**config.mk**
```make
export PLATFORM = sky130hd
export DESIGN_NAME = stack_machine_executor_flat
export DESIGN_NICKNAME = d
export VERILOG_FILES = /design/src/rtl/smx_pkg.sv /design/src/rtl/smx_if.sv /design/src/rtl/smx_datapath.sv /design/src/rtl/smx_ctrl.sv /design/src/rtl/stack_machine_executor.sv /design/src/flat_wrapper.sv
export SDC_FILE = /design/constraint.sdc
export NUM_CORES = 2
export LEC_CHECK = 0
export ABC_AREA = 1
export BUFFER_PORTS_ARGS = -buffer_cell sky130_fd_sc_hd__buf_2
export CAP_MARGIN = 20
export CELL_PAD_IN_SITES_DETAIL_PLACEMENT = 2
export CELL_PAD_IN_SITES_GLOBAL_PLACEMENT = 2
export CORE_MARGIN = 1
export CORE_UTILIZATION = 36
export DETAILED_ROUTE_END_ITERATION = 8
export PLACE_DENSITY_LB_ADDON = 0.1
export RECOVER_POWER = 100
export SYNTH_ARGS = -nofsm -noshare
export SYNTH_HDL_FRONTEND = slang
export SYNTH_SLANG_ARGS = --single-unit
export TNS_END_PERCENT = 20
```
**constraint.sdc**
```tcl
create_clock -name clk_i -period 15.7 [get_ports clk_i]
set_input_delay 3.14 -clock clk_i [delete_from_list [all_inputs] [get_ports clk_i]]
set_output_delay 3.14 -clock clk_i [all_outputs]
set_load 0.005 [all_outputs]
```
**src/rtl/smx_pkg.sv**
```systemverilog
// ----------------------------------------------------------------------------
// smx_pkg: shared types and constants for the stack machine executor
// Command and status codes, word and stack sizes, controller command struct.
// ----------------------------------------------------------------------------
package smx_pkg;

  localparam int unsigned STACK_DEPTH = 32;
  localparam int unsigned WORD_WIDTH  = 32;
  localparam int unsigned PTR_W       = $clog2(STACK_DEPTH);
  localparam int unsigned CNT_W       = $clog2(STACK_DEPTH + 1);
  localparam int unsigned DIV_CNT_W   = $clog2(WORD_WIDTH + 1);

  typedef logic [WORD_WIDTH-1:0] word_t;
  typedef logic [CNT_W-1:0]      cnt_t;
  typedef logic [PTR_W-1:0]      ptr_t;

  typedef enum logic [3:0] {
    CMD_PUSH  = 4'd0,
    CMD_POP   = 4'd1,
    CMD_ADD   = 4'd2,
    CMD_SUB   = 4'd3,
    CMD_MUL   = 4'd4,
    CMD_DIV   = 4'd5,
    CMD_DUP   = 4'd6,
    CMD_SWAP  = 4'd7,
    CMD_ROLL  = 4'd8,
    CMD_CLEAR = 4'd9,
    CMD_PRINT = 4'd10
  } cmd_e;

  typedef enum logic [3:0] {
    ST_OK       = 4'd0,
    ST_POP_EMPTY = 4'd1,
    ST_FEW_OPS  = 4'd2,
    ST_DIV_ZERO = 4'd3,
    ST_DUP_EMPTY = 4'd4,
    ST_ROLL_RANGE = 4'd5,
    ST_UNKNOWN  = 4'd6,
    ST_OVERFLOW = 4'd7,
    ST_HALTED   = 4'd8
  } status_e;

  // datapath operations issued by the controller
  typedef enum logic [3:0] {
    OP_NONE,
    OP_RD,       // read stack entry at rd_addr
    OP_LATCH_B,  // capture read data into B
    OP_LATCH_A,  // capture read data into A
    OP_WR_OPND,  // write operand at wr_addr
    OP_WR_A,     // write A at wr_addr
    OP_WR_B,     // write B at wr_addr
    OP_WR_ALU,   // write add/sub/mul result
    OP_DIV_START,
    OP_WR_DIV
  } dp_op_e;

  typedef struct packed {
    dp_op_e op;
    ptr_t   rd_addr;
    ptr_t   wr_addr;
    logic   sub;
    logic   mul;
  } dp_cmd_t;

  typedef struct packed {
    word_t rd_data;
    logic  div_done;
    logic  b_zero;
  } dp_sts_t;

endpackage

```
**src/rtl/smx_if.sv**
```systemverilog
// ----------------------------------------------------------------------------
// smx_req_if / smx_rsp_if: valid-ready channels of the stack machine executor
// Request channel carries a command, response channel one result.
// ----------------------------------------------------------------------------
interface smx_req_if;
  logic        valid;
  logic        ready;
  logic [3:0]  req_type;
  logic signed [31:0] operand_value;
  modport source (output valid, output req_type, output operand_value, input ready);
  modport sink   (input valid, input req_type, input operand_value, output ready);
endinterface

interface smx_rsp_if;
  logic        valid;
  logic        ready;
  logic [3:0]  status;
  logic signed [31:0] value;
  logic        value_valid;
  logic        last;
  logic [5:0]  depth_now;
  modport source (output valid, output status, output value, output value_valid,
                  output last, output depth_now, input ready);
  modport sink   (input valid, input status, input value, input value_valid,
                  input last, input depth_now, output ready);
endinterface

```
**src/rtl/smx_datapath.sv**
```systemverilog
// ----------------------------------------------------------------------------
// smx_datapath: stack memory, operand registers, ALU and serial divider
// One write and one registered read port on the stack; restoring divider
// producing one quotient bit per cycle.
// ----------------------------------------------------------------------------
module smx_datapath
  import smx_pkg::*;
(
  input  logic     clk_i,
  input  logic     rst_ni,
  input  dp_cmd_t  cmd_i,
  input  word_t    operand_i,
  output dp_sts_t  sts_o
);

  word_t mem_q [STACK_DEPTH];
  word_t rd_data_q;
  word_t a_q, b_q;
  word_t alu_q;

  // divider state
  word_t                quo_q, quo_d;
  logic [WORD_WIDTH:0]  rem_q, rem_d;
  word_t                dvs_q;
  logic                 neg_q, busy_q, busy_d;
  logic [DIV_CNT_W-1:0] cnt_q, cnt_d;
  logic [WORD_WIDTH:0]  trial;
  word_t                a_abs, b_abs, wr_data;

  assign a_abs = a_q[WORD_WIDTH-1] ? word_t'(-a_q) : a_q;
  assign b_abs = b_q[WORD_WIDTH-1] ? word_t'(-b_q) : b_q;

  // write data select
  always_comb begin
    case (cmd_i.op)
      OP_WR_OPND: wr_data = operand_i;
      OP_WR_A:    wr_data = a_q;
      OP_WR_B:    wr_data = b_q;
      OP_WR_ALU:  wr_data = alu_q;
      default:    wr_data = neg_q ? word_t'(-quo_q) : quo_q;
    endcase
  end

  // stack memory
  always_ff @(posedge clk_i) begin
    if (cmd_i.op == OP_WR_OPND || cmd_i.op == OP_WR_A || cmd_i.op == OP_WR_B ||
        cmd_i.op == OP_WR_ALU || cmd_i.op == OP_WR_DIV) begin
      mem_q[cmd_i.wr_addr] <= wr_data;
    end
    rd_data_q <= mem_q[cmd_i.rd_addr];
  end

  // operand registers and add/sub/mul result
  always_ff @(posedge clk_i) begin
    if (cmd_i.op == OP_LATCH_B) b_q <= rd_data_q;
    if (cmd_i.op == OP_LATCH_A) a_q <= rd_data_q;
    if (cmd_i.mul)      alu_q <= word_t'(a_q * b_q);
    else if (cmd_i.sub) alu_q <= a_q - b_q;
    else                alu_q <= a_q + b_q;
  end

  // restoring divider step
  always_comb begin
    quo_d  = quo_q;
    rem_d  = rem_q;
    cnt_d  = cnt_q;
    busy_d = busy_q;
    trial  = {rem_q[WORD_WIDTH-1:0], quo_q[WORD_WIDTH-1]};
    if (busy_q) begin
      quo_d = {quo_q[WORD_WIDTH-2:0], 1'b0};
      if (trial >= {1'b0, dvs_q}) begin
        rem_d    = trial - {1'b0, dvs_q};
        quo_d[0] = 1'b1;
      end else begin
        rem_d = trial;
      end
      cnt_d = cnt_q - 1'b1;
      if (cnt_q == DIV_CNT_W'(1)) busy_d = 1'b0;
    end
  end

  always_ff @(posedge clk_i or negedge rst_ni) begin
    if (!rst_ni) begin
      busy_q <= 1'b0;
      cnt_q  <= '0;
    end else if (cmd_i.op == OP_DIV_START) begin
      busy_q <= 1'b1;
      cnt_q  <= DIV_CNT_W'(WORD_WIDTH);
    end else begin
      busy_q <= busy_d;
      cnt_q  <= cnt_d;
    end
  end

  always_ff @(posedge clk_i) begin
    if (cmd_i.op == OP_DIV_START) begin
      quo_q <= a_abs;
      rem_q <= '0;
      dvs_q <= b_abs;
      neg_q <= a_q[WORD_WIDTH-1] ^ b_q[WORD_WIDTH-1];
    end else begin
      quo_q <= quo_d;
      rem_q <= rem_d;
    end
  end

  assign sts_o.rd_data  = rd_data_q;
  assign sts_o.div_done = !busy_q && (cnt_q == '0);
  assign sts_o.b_zero   = (b_q == '0);

endmodule

```
**src/rtl/smx_ctrl.sv**
```systemverilog
// ----------------------------------------------------------------------------
// smx_ctrl: command sequencer of the stack machine executor
// Decodes a request, steps the datapath through reads, writes, divider and
// roll/print walks, and produces results into a one-entry output register.
// ----------------------------------------------------------------------------
module smx_ctrl
  import smx_pkg::*;
(
  input  logic        clk_i,
  input  logic        rst_ni,
  smx_req_if.sink     req,
  smx_rsp_if.source   rsp,
  output dp_cmd_t     cmd_o,
  input  dp_sts_t     sts_i
);

  typedef enum logic [3:0] {
    S_IDLE, S_RD1, S_LB, S_LA, S_EXEC, S_ALU, S_DIVW, S_DUPW,
    S_ROLL_RD, S_ROLL_MV, S_PRT_RD, S_PRT_OUT, S_DONE
  } state_e;

  state_e  state_q;
  cmd_e    cmd_q;
  cnt_t    cnt_q;
  logic    halted_q;
  ptr_t    idx_q;
  logic    first_q;

  // output register
  logic    ovalid_q;
  status_e ost_q;
  word_t   oval_q;
  logic    ovv_q, olast_q;
  cnt_t    odep_q;

  logic    out_free;
  word_t   opnd_q;
  logic    roll_bad;

  assign out_free  = !ovalid_q || rsp.ready;
  assign req.ready = (state_q == S_IDLE) && out_free;
  assign roll_bad  = (opnd_q[WORD_WIDTH-1] || opnd_q == '0 ||
                      opnd_q > word_t'(cnt_q));

  assign rsp.valid       = ovalid_q;
  assign rsp.status      = ost_q;
  assign rsp.value       = oval_q;
  assign rsp.value_valid = ovv_q;
  assign rsp.last        = olast_q;
  assign rsp.depth_now   = 6'(odep_q);

  // datapath commands
  always_comb begin
    cmd_o         = '0;
    cmd_o.op      = OP_NONE;
    cmd_o.sub     = (cmd_q == CMD_SUB);
    cmd_o.mul     = (cmd_q == CMD_MUL);
    cmd_o.rd_addr = ptr_t'(cnt_q - 1'b1);
    cmd_o.wr_addr = ptr_t'(cnt_q - 2'd2);
    unique case (state_q)
      S_IDLE: begin
        if (req.valid && req.ready && !halted_q &&
            (req.req_type == CMD_PUSH) && cnt_q < cnt_t'(STACK_DEPTH)) begin
          cmd_o.op      = OP_WR_OPND;
          cmd_o.wr_addr = ptr_t'(cnt_q);
        end
        // read top of stack for anything that needs it
        cmd_o.rd_addr = ptr_t'(cnt_q - 1'b1);
      end
      S_RD1: begin
        cmd_o.op      = OP_LATCH_B;
        cmd_o.rd_addr = ptr_t'(cnt_q - 2'd2);
      end
      S_LB: begin
        cmd_o.op = OP_LATCH_A;
      end
      S_LA: begin
        if (cmd_q == CMD_SWAP) begin
          cmd_o.op      = OP_WR_B;
        end else if (cmd_q == CMD_DIV) begin
          cmd_o.op      = sts_i.b_zero ? OP_NONE : OP_DIV_START;
        end
      end
      S_EXEC: begin
        if (cmd_q == CMD_SWAP) begin
          cmd_o.op      = OP_WR_A;
          cmd_o.wr_addr = ptr_t'(cnt_q - 1'b1);
        end else begin
          // fetch the entry that rolls to the top
          cmd_o.rd_addr = ptr_t'(cnt_q - cnt_t'(opnd_q));
        end
      end
      S_ALU:  cmd_o.op = OP_WR_ALU;
      S_DIVW: if (sts_i.div_done) cmd_o.op = OP_WR_DIV;
      S_DUPW: begin
        cmd_o.op      = OP_LATCH_B;
      end
      S_ROLL_RD: begin
        cmd_o.op      = OP_LATCH_A;
        cmd_o.rd_addr = ptr_t'(idx_q + 1'b1);
      end
      S_ROLL_MV: begin
        // shift entry idx+1 down to idx, or drop the moved word on top
        if (idx_q == ptr_t'(cnt_q - 1'b1)) begin
          cmd_o.op      = OP_WR_A;
          cmd_o.wr_addr = idx_q;
        end else begin
          cmd_o.op      = OP_LATCH_B;
          cmd_o.rd_addr = ptr_t'(idx_q + 2'd2);
        end
      end
      S_PRT_RD: cmd_o.rd_addr = idx_q;
      S_PRT_OUT: cmd_o.rd_addr = idx_q;
      default: ;
    endcase
    if (state_q == S_DONE && cmd_q == CMD_DUP) begin
      cmd_o.op      = OP_WR_B;
      cmd_o.wr_addr = ptr_t'(cnt_q);
    end
    if (state_q == S_ROLL_MV && idx_q != ptr_t'(cnt_q - 1'b1) && first_q) begin
      cmd_o.op      = OP_WR_B;
      cmd_o.wr_addr = idx_q;
    end
  end

  // sequencer and result register
  always_ff @(posedge clk_i or negedge rst_ni) begin
    if (!rst_ni) begin
      state_q  <= S_IDLE;
      cnt_q    <= '0;
      halted_q <= 1'b0;
      ovalid_q <= 1'b0;
      cmd_q    <= CMD_PUSH;
      idx_q    <= '0;
      first_q  <= 1'b0;
      ost_q    <= ST_OK;
      oval_q   <= '0;
      ovv_q    <= 1'b0;
      olast_q  <= 1'b0;
      odep_q   <= '0;
      opnd_q   <= '0;
    end else begin
      if (rsp.ready) ovalid_q <= 1'b0;
      unique case (state_q)
        S_IDLE: begin
          if (req.valid && req.ready) begin
            cmd_q  <= cmd_e'(req.req_type);
            opnd_q <= word_t'(req.operand_value);
            ovv_q  <= 1'b0;
            oval_q <= '0;
            olast_q <= 1'b1;
            ost_q  <= ST_OK;
            if (halted_q) begin
              ost_q <= ST_HALTED; ovalid_q <= 1'b1; odep_q <= cnt_q;
            end else begin
              case (req.req_type)
                CMD_PUSH: begin
                  ovalid_q <= 1'b1;
                  if (cnt_q < cnt_t'(STACK_DEPTH)) begin
                    cnt_q <= cnt_q + 1'b1; odep_q <= cnt_q + 1'b1;
                  end else begin
                    ost_q <= ST_OVERFLOW; odep_q <= cnt_q;
                  end
                end
                CMD_POP: begin
                  ovalid_q <= 1'b1;
                  if (cnt_q == '0) begin
                    ost_q <= ST_POP_EMPTY; odep_q <= cnt_q;
                  end else begin
                    cnt_q <= cnt_q - 1'b1; odep_q <= cnt_q - 1'b1;
                  end
                end
                CMD_ADD, CMD_SUB, CMD_MUL, CMD_DIV, CMD_SWAP: begin
                  if (cnt_q < cnt_t'(2)) begin
                    ost_q <= ST_FEW_OPS; halted_q <= 1'b1;
                    ovalid_q <= 1'b1; odep_q <= cnt_q;
                  end else begin
                    state_q <= S_RD1;
                  end
                end
                CMD_DUP: begin
                  if (cnt_q == '0) begin
                    ost_q <= ST_DUP_EMPTY; halted_q <= 1'b1;
                    ovalid_q <= 1'b1; odep_q <= cnt_q;
                  end else if (cnt_q >= cnt_t'(STACK_DEPTH)) begin
                    ost_q <= ST_OVERFLOW; ovalid_q <= 1'b1; odep_q <= cnt_q;
                  end else begin
                    state_q <= S_DUPW;
                  end
                end
                CMD_ROLL: state_q <= S_EXEC;
                CMD_CLEAR: begin
                  cnt_q <= '0; odep_q <= '0; ovalid_q <= 1'b1;
                end
                CMD_PRINT: begin
                  if (cnt_q == '0) begin
                    ovalid_q <= 1'b1; odep_q <= '0;
                  end else begin
                    idx_q   <= ptr_t'(cnt_q - 1'b1);
                    state_q <= S_PRT_RD;
                  end
                end
                default: begin
                  ost_q <= ST_UNKNOWN; halted_q <= 1'b1;
                  ovalid_q <= 1'b1; odep_q <= cnt_q;
                end
              endcase
            end
          end
        end
        S_RD1: state_q <= S_LB;
        S_LB:  state_q <= S_LA;
        S_LA: begin
          if (cmd_q == CMD_SWAP) state_q <= S_EXEC;
          else if (cmd_q == CMD_DIV) begin
            if (sts_i.b_zero) begin
              cnt_q <= cnt_q - 2'd2; state_q <= S_DONE;
              ost_q <= ST_DIV_ZERO; halted_q <= 1'b1;
            end else begin
              state_q <= S_DIVW;
            end
          end else state_q <= S_ALU;
        end
        S_EXEC: begin
          if (cmd_q == CMD_SWAP) state_q <= S_DONE;
          else if (roll_bad) begin
            ost_q <= ST_ROLL_RANGE; state_q <= S_DONE;
          end else begin
            idx_q   <= ptr_t'(cnt_q - cnt_t'(opnd_q));
            state_q <= S_ROLL_RD;
          end
        end
        S_ALU: begin
          cnt_q <= cnt_q - 1'b1; state_q <= S_DONE;
        end
        S_DIVW: if (sts_i.div_done) begin
          cnt_q <= cnt_q - 1'b1; state_q <= S_DONE;
        end
        S_DUPW: state_q <= S_DONE;
        S_ROLL_RD: begin
          // entry idx lands in A this cycle
          first_q <= 1'b0;
          state_q <= S_ROLL_MV;
        end
        S_ROLL_MV: begin
          if (idx_q == ptr_t'(cnt_q - 1'b1)) begin
            state_q <= S_DONE;
          end else if (first_q) begin
            first_q <= 1'b0;
            idx_q   <= idx_q + 1'b1;
          end else begin
            first_q <= 1'b1;
          end
        end
        S_PRT_RD: state_q <= S_PRT_OUT;
        S_PRT_OUT: begin
          if (out_free) begin
            ovalid_q <= 1'b1;
            oval_q   <= sts_i.rd_data;
            ovv_q    <= 1'b1;
            ost_q    <= ST_OK;
            odep_q   <= cnt_q;
            olast_q  <= (idx_q == '0);
            if (idx_q == '0) state_q <= S_IDLE;
            else begin
              idx_q   <= idx_q - 1'b1;
              state_q <= S_PRT_RD;
            end
          end
        end
        S_DONE: begin
          if (out_free) begin
            if (cmd_q == CMD_DUP) begin
              cnt_q  <= cnt_q + 1'b1;
              odep_q <= cnt_q + 1'b1;
            end else begin
              odep_q <= cnt_q;
            end
            ovalid_q <= 1'b1;
            state_q  <= S_IDLE;
          end
        end
        default: state_q <= S_IDLE;
      endcase
    end
  end

endmodule

```
**src/rtl/stack_machine_executor.sv**
```systemverilog
// ----------------------------------------------------------------------------
// stack_machine_executor: RPN stack machine on 32-bit signed words
// Controller plus datapath; one command in flight at a time.
// ----------------------------------------------------------------------------
// A command is taken when the block is idle and its result register is free
// to load. Push, pop, clear and the errors caught at decode are answered
// at decode; add, sub, mul, swap and dup first read the stack; divide is
// set by the bit-serial restoring divider (one quotient bit a cycle) unless
// the divisor is zero; roll and print are set by the single stack read
// port. A stalled response delays the result.
// A fatal error makes every later command answer "halted" until reset.
module stack_machine_executor
  import smx_pkg::*;
(
  input  logic      clk_i,
  input  logic      rst_ni,
  smx_req_if.sink   req,
  smx_rsp_if.source rsp
);

  dp_cmd_t dp_cmd;
  dp_sts_t dp_sts;

  smx_ctrl u_ctrl (
    .clk_i  (clk_i),
    .rst_ni (rst_ni),
    .req    (req),
    .rsp    (rsp),
    .cmd_o  (dp_cmd),
    .sts_i  (dp_sts)
  );

  smx_datapath u_dp (
    .clk_i     (clk_i),
    .rst_ni    (rst_ni),
    .cmd_i     (dp_cmd),
    .operand_i (word_t'(req.operand_value)),
    .sts_o     (dp_sts)
  );

endmodule

```
**src/flat_wrapper.sv**
```systemverilog
// flat-port wrapper written by rule: the top's interface ports become plain ports
module stack_machine_executor_flat import smx_pkg::*;
  (clk_i, rst_ni, req_valid, req_req_type, req_operand_value, req_ready, rsp_valid, rsp_status, rsp_value, rsp_value_valid, rsp_last, rsp_depth_now, rsp_ready);
  smx_req_if req_i ();
  smx_rsp_if rsp_i ();
  input  logic clk_i;
  input  logic rst_ni;
  input wire logic [$bits(req_i.valid)-1:0] req_valid;
  input wire logic [$bits(req_i.req_type)-1:0] req_req_type;
  input wire logic [$bits(req_i.operand_value)-1:0] req_operand_value;
  output wire logic [$bits(req_i.ready)-1:0] req_ready;
  output wire logic [$bits(rsp_i.valid)-1:0] rsp_valid;
  output wire logic [$bits(rsp_i.status)-1:0] rsp_status;
  output wire logic [$bits(rsp_i.value)-1:0] rsp_value;
  output wire logic [$bits(rsp_i.value_valid)-1:0] rsp_value_valid;
  output wire logic [$bits(rsp_i.last)-1:0] rsp_last;
  output wire logic [$bits(rsp_i.depth_now)-1:0] rsp_depth_now;
  input wire logic [$bits(rsp_i.ready)-1:0] rsp_ready;
  assign req_i.valid = req_valid;
  assign req_i.req_type = req_req_type;
  assign req_i.operand_value = req_operand_value;
  assign req_ready = req_i.ready;
  assign rsp_valid = rsp_i.valid;
  assign rsp_status = rsp_i.status;
  assign rsp_value = rsp_i.value;
  assign rsp_value_valid = rsp_i.value_valid;
  assign rsp_last = rsp_i.last;
  assign rsp_depth_now = rsp_i.depth_now;
  assign rsp_i.ready = rsp_ready;
  stack_machine_executor u_core (.clk_i(clk_i), .rst_ni(rst_ni), .req(req_i), .rsp(rsp_i));
endmodule
```
==> results by group <==
Drt
  • Vias/cell: 5.48
  • TritonRoute pass-1 iters: 9
  • DRT Wirelength: 334 mm
  • DRC Markers: 1
  • First DRT Iteration DRCs: around 4200
  • DR WL/cell: between 20 and 30 um
  • Vias: 67097
  • Antenna viol nets, final: 0

Worst setup path
  • FF-to-FF setup slack: 5.31 ns
  • Kind of critical path: in -> reg
  • Worst R2R Start: u_core.u_ctrl.cnt_q[1]
  • Crit path required time: between 15 and 20 ns
  • RR Endpoint: u_core.u_dp.rd_data_q[13]
  • Crit path DAT: 11.35 ns
  • Element type at the critical path end: flop
  • Startpoint types: primary input
  • R2R depth: 20
  • Critical path peak fanout: 37

Worst hold path
  • Hold Path Depth: 2
  • Hold Path Sink: u_core.u_ctrl.rsp.value[19]
  • HP Start: u_core.u_ctrl.rsp.value[19]
  • Hold crit path type: reg -> reg

STA
  • Crit share post-route: 0.717
  • Final Slew Violations: 1461
  • Setup TNS: 0 ns
  • Fmax: approximately 90 MHz
  • Clock period minus worst slack: about 11 ns
  • RSZ-0062 raised after global routing: no
  • Final Hold Viols: 0
  • Slew @ Worst Pin: 4.55 ns
  • Rel. slew slack: -2.03
  • Worst Skew: 0.0573 ns
  • Setup Viol. Count Final: 0

Layout
  • Commonest non-fill, non-tap cell in the layout: nand2_1
  • P&R area growth vs syn: 10.6%
  • Most frequent cells in the layout: 3023 x nand2_1, 1273 x nand3_1, 1153 x edfxtp_1, 1052 x inv_1, 411 x fa_1
  • Nets: around 10000
  • Final Util: 0.402
  • Layout cells sized above 1: 0.0577

Floorplan
  • Die Y-Extent: 478 um
  • Starting density of the core: 0.363
  • # IOs: 86
  • Die area: 229000 sq um
  • Die width: 478 um
  • Core ar.: 225000 sq um
  • FP Rows: 174

Place
  • IO buf count: between 80 and 90
  • HPWL after DPL: 216 mm
  • Routability Congestion: 0.889

CTS
  • Clock Latency Late Sink: 0.83 ns
  • Clk slew on worst S/H paths: 0.06 ns
  • CTS Sinks: 1354
  • Longest Clk Path Bufs: 3
  • CTS root buffer: clkbuf_16
  • CTS resizes: 0
  • H-tree depth: 4
  • Setup Fix Bufs, Post-CTS: 0
  • CTS tree: yes
  • CTS Hold Bufs: 0
  • Clock buffer count from CTS: 161

Yosys
  • Gate Count Post-Synth: 9202
  • Register area share after synthesis: 0.479
  • Most used DFF post-synth: edfxtp_1
  • Mapped Area: 81700 sq um
  • Ys Warns: 0
  • Post-Syn Area per Cell: between 8 and 9 sq um
  • Seq cells post-synth: approximately 1400
  • Number of synthesized flops with an enable pin: 1153
  • Synth cell types: 67
  • Fraction of registers with async set/reset: 0.0775
  • Syn Nets: 9866

Global route
  • All-Layer GR Usage: 0.290
  • First-pass GRT wire length: 492 mm
  • Grt ovf: 0
  • Vias in the first global route: 73999
  • Initial antenna violation count: 10
  • Largest net degree at the start of global routing: about 170

Run
  • Max-cap violations: 43

Status
  • Failing checks: DRC, capacitance limit, slew limit
  • Status: finished, violations left

Power and ir drop
  • Lkg Pwr: 0.0415 uW
  • PD cells: slightly below 90 nW/um^2
  • Peak VDD IR: between 90 and 100 uV
## cells in the mapped netlist, drive strengths merged (2+ instances only)
library cell	count	area share
a211oi	3	0.00028
a21boi	25	0.0023
a21o	12	0.0011
a21oi	168	0.010
a221oi	6	0.00064
a31oi	19	0.0015
a41oi	2	0.00021
buf	284	0.018
clkbuf	231	0.011
clkinv	24	0.0011
dfrtp	105	0.032
dfxtp	96	0.024
edfxtp	1153	0.42
fa	411	0.10
ha	213	0.033
inv	1076	0.049
nand2	3041	0.14
nand2b	2	0.00015
nand3	1276	0.079
nand3b	16	0.0015
nand4	27	0.0022
nor2	316	0.015
nor3	48	0.0032
nor4	25	0.0019
o2111ai	9	0.00096
o211ai	22	0.0020
o21a	9	0.00083
o21ai	366	0.022
o21bai	12	0.0011
o221a	3	0.00041
o221ai	4	0.00043
o22ai	8	0.00061
o31ai	8	0.00073
or2	19	0.0015
xnor2	57	0.0061
xor2	94	0.010
## report_power, final
part           internal, uW  leakage (uW)  switching (uW)
combinational          44.1        0.0250             112
clock                  2250       0.00263            1640
sequential             3880        0.0139            21.1
total                  6170        0.0415            1770
## cell families after synthesis
kind of cell | after synthesis | share of synthesized area
XOR/XNOR | 151 | 0.0162
AND/OR/NAND/NOR | 4775 | 0.245
adder cells (fa/ha/maj) | 624 | 0.133
buffers and inverters | 1615 | 0.0792
AO/OA/AOI/OAI | 681 | 0.0465
multiplexers | 2 | 0.000260
flip-flops | 1354 | 0.479
## sequential cells by signal (all words and copies together) (netlist names), 5 cells and up
register,count
u_core.u_dp.rem_q,32
u_core.u_dp.rd_data_q,32
u_core.u_dp.alu_q,32
u_core.u_ctrl.rsp.value,32
u_core.u_ctrl.idx_q,5
u_core.u_dp.dvs_q,32
u_core.u_dp.b_q,32
u_core.u_dp.a_q,32
u_core.u_dp.quo_q,32
u_core.u_ctrl.rsp.depth_now,6
u_core.u_ctrl.opnd_q,32
u_core.u_ctrl.cnt_q,6
u_core.u_dp.mem_q,1024
u_core.u_dp.cnt_q,6
## cell type report
type	instances	area, sq um
Fill cell	24854	135000
Sequential cell	1354	39200
Multi-Input combinational cell	6233	36200
Clock buffer	206	4370
Inverter	1100	4140
Tap cell	2992	3740
Timing Repair Buffer	274	1700
Clock inverter	89	1060
Antenna cell	7	17.5
## per-layer routing
metal | track usage | vias up | routed length, um
met5 | 0 | - | 17
met4 | 0.116 | 2 | 14400
met3 | 0.0276 | 558 | 12900
met2 | 0.510 | 1574 | 167000
met1 | 0.365 | 35223 | 140000
li1 | - | 29740 | -
## critical path: stages
cell and delay (ns):
buf_2 0.10, nor2_1 0.36, nor3_1 0.20, nand4_2 0.11, clkbuf_1 1.53, nand3_1 0.19
nor2_1 1.99, inv_1 1.58, nor2_1 0.34, nor2_1 0.09, nand2_1 0.45, nor2_4 0.07
clkbuf_1 1.10
## worst max-delay path by stage
stage          slack (ns)  cells past startpoint                from                         to
2_1_floorplan        7.85                      8           rsp_ready         u_core.u_dp.b_q[0]
3_3_place_gp         7.76                     12           rsp_ready    u_core.u_dp.mem_q[6][5]
3_5_place_dp         7.75                     14     req_req_type[0]   u_core.u_dp.mem_q[9][17]
4_1_cts              8.22                     25  u_core.u_dp.b_q[3]      u_core.u_dp.alu_q[30]
5_1_grt              4.01                     14     req_req_type[2]  u_core.u_dp.mem_q[25][29]
6_report             4.44                     13           rsp_ready  u_core.u_dp.mem_q[25][29]
## stage by stage
| stage | setup slack [ns] | std cells | instance area, sq um | hold WS [ns] | total power, uW |
|---|---|---|---|---|---|
| floorplan | 7.85 | 9202 | 81700 | 0.426 | 4050 |
| global placement | 7.76 | 11939 | 85300 | 0.457 | 4120 |
| detailed placement | 7.75 | 11946 | 85400 | 0.465 | 4130 |
| CTS | 8.22 | 12241 | 90800 | 0.479 | 8010 |
| global route | 4.01 | 12249 | 90400 | 0.492 | 8140 |
| finish | 4.44 | 12255 | 90400 | 0.472 | 7940 |
(Power assumes the default switching activity.)
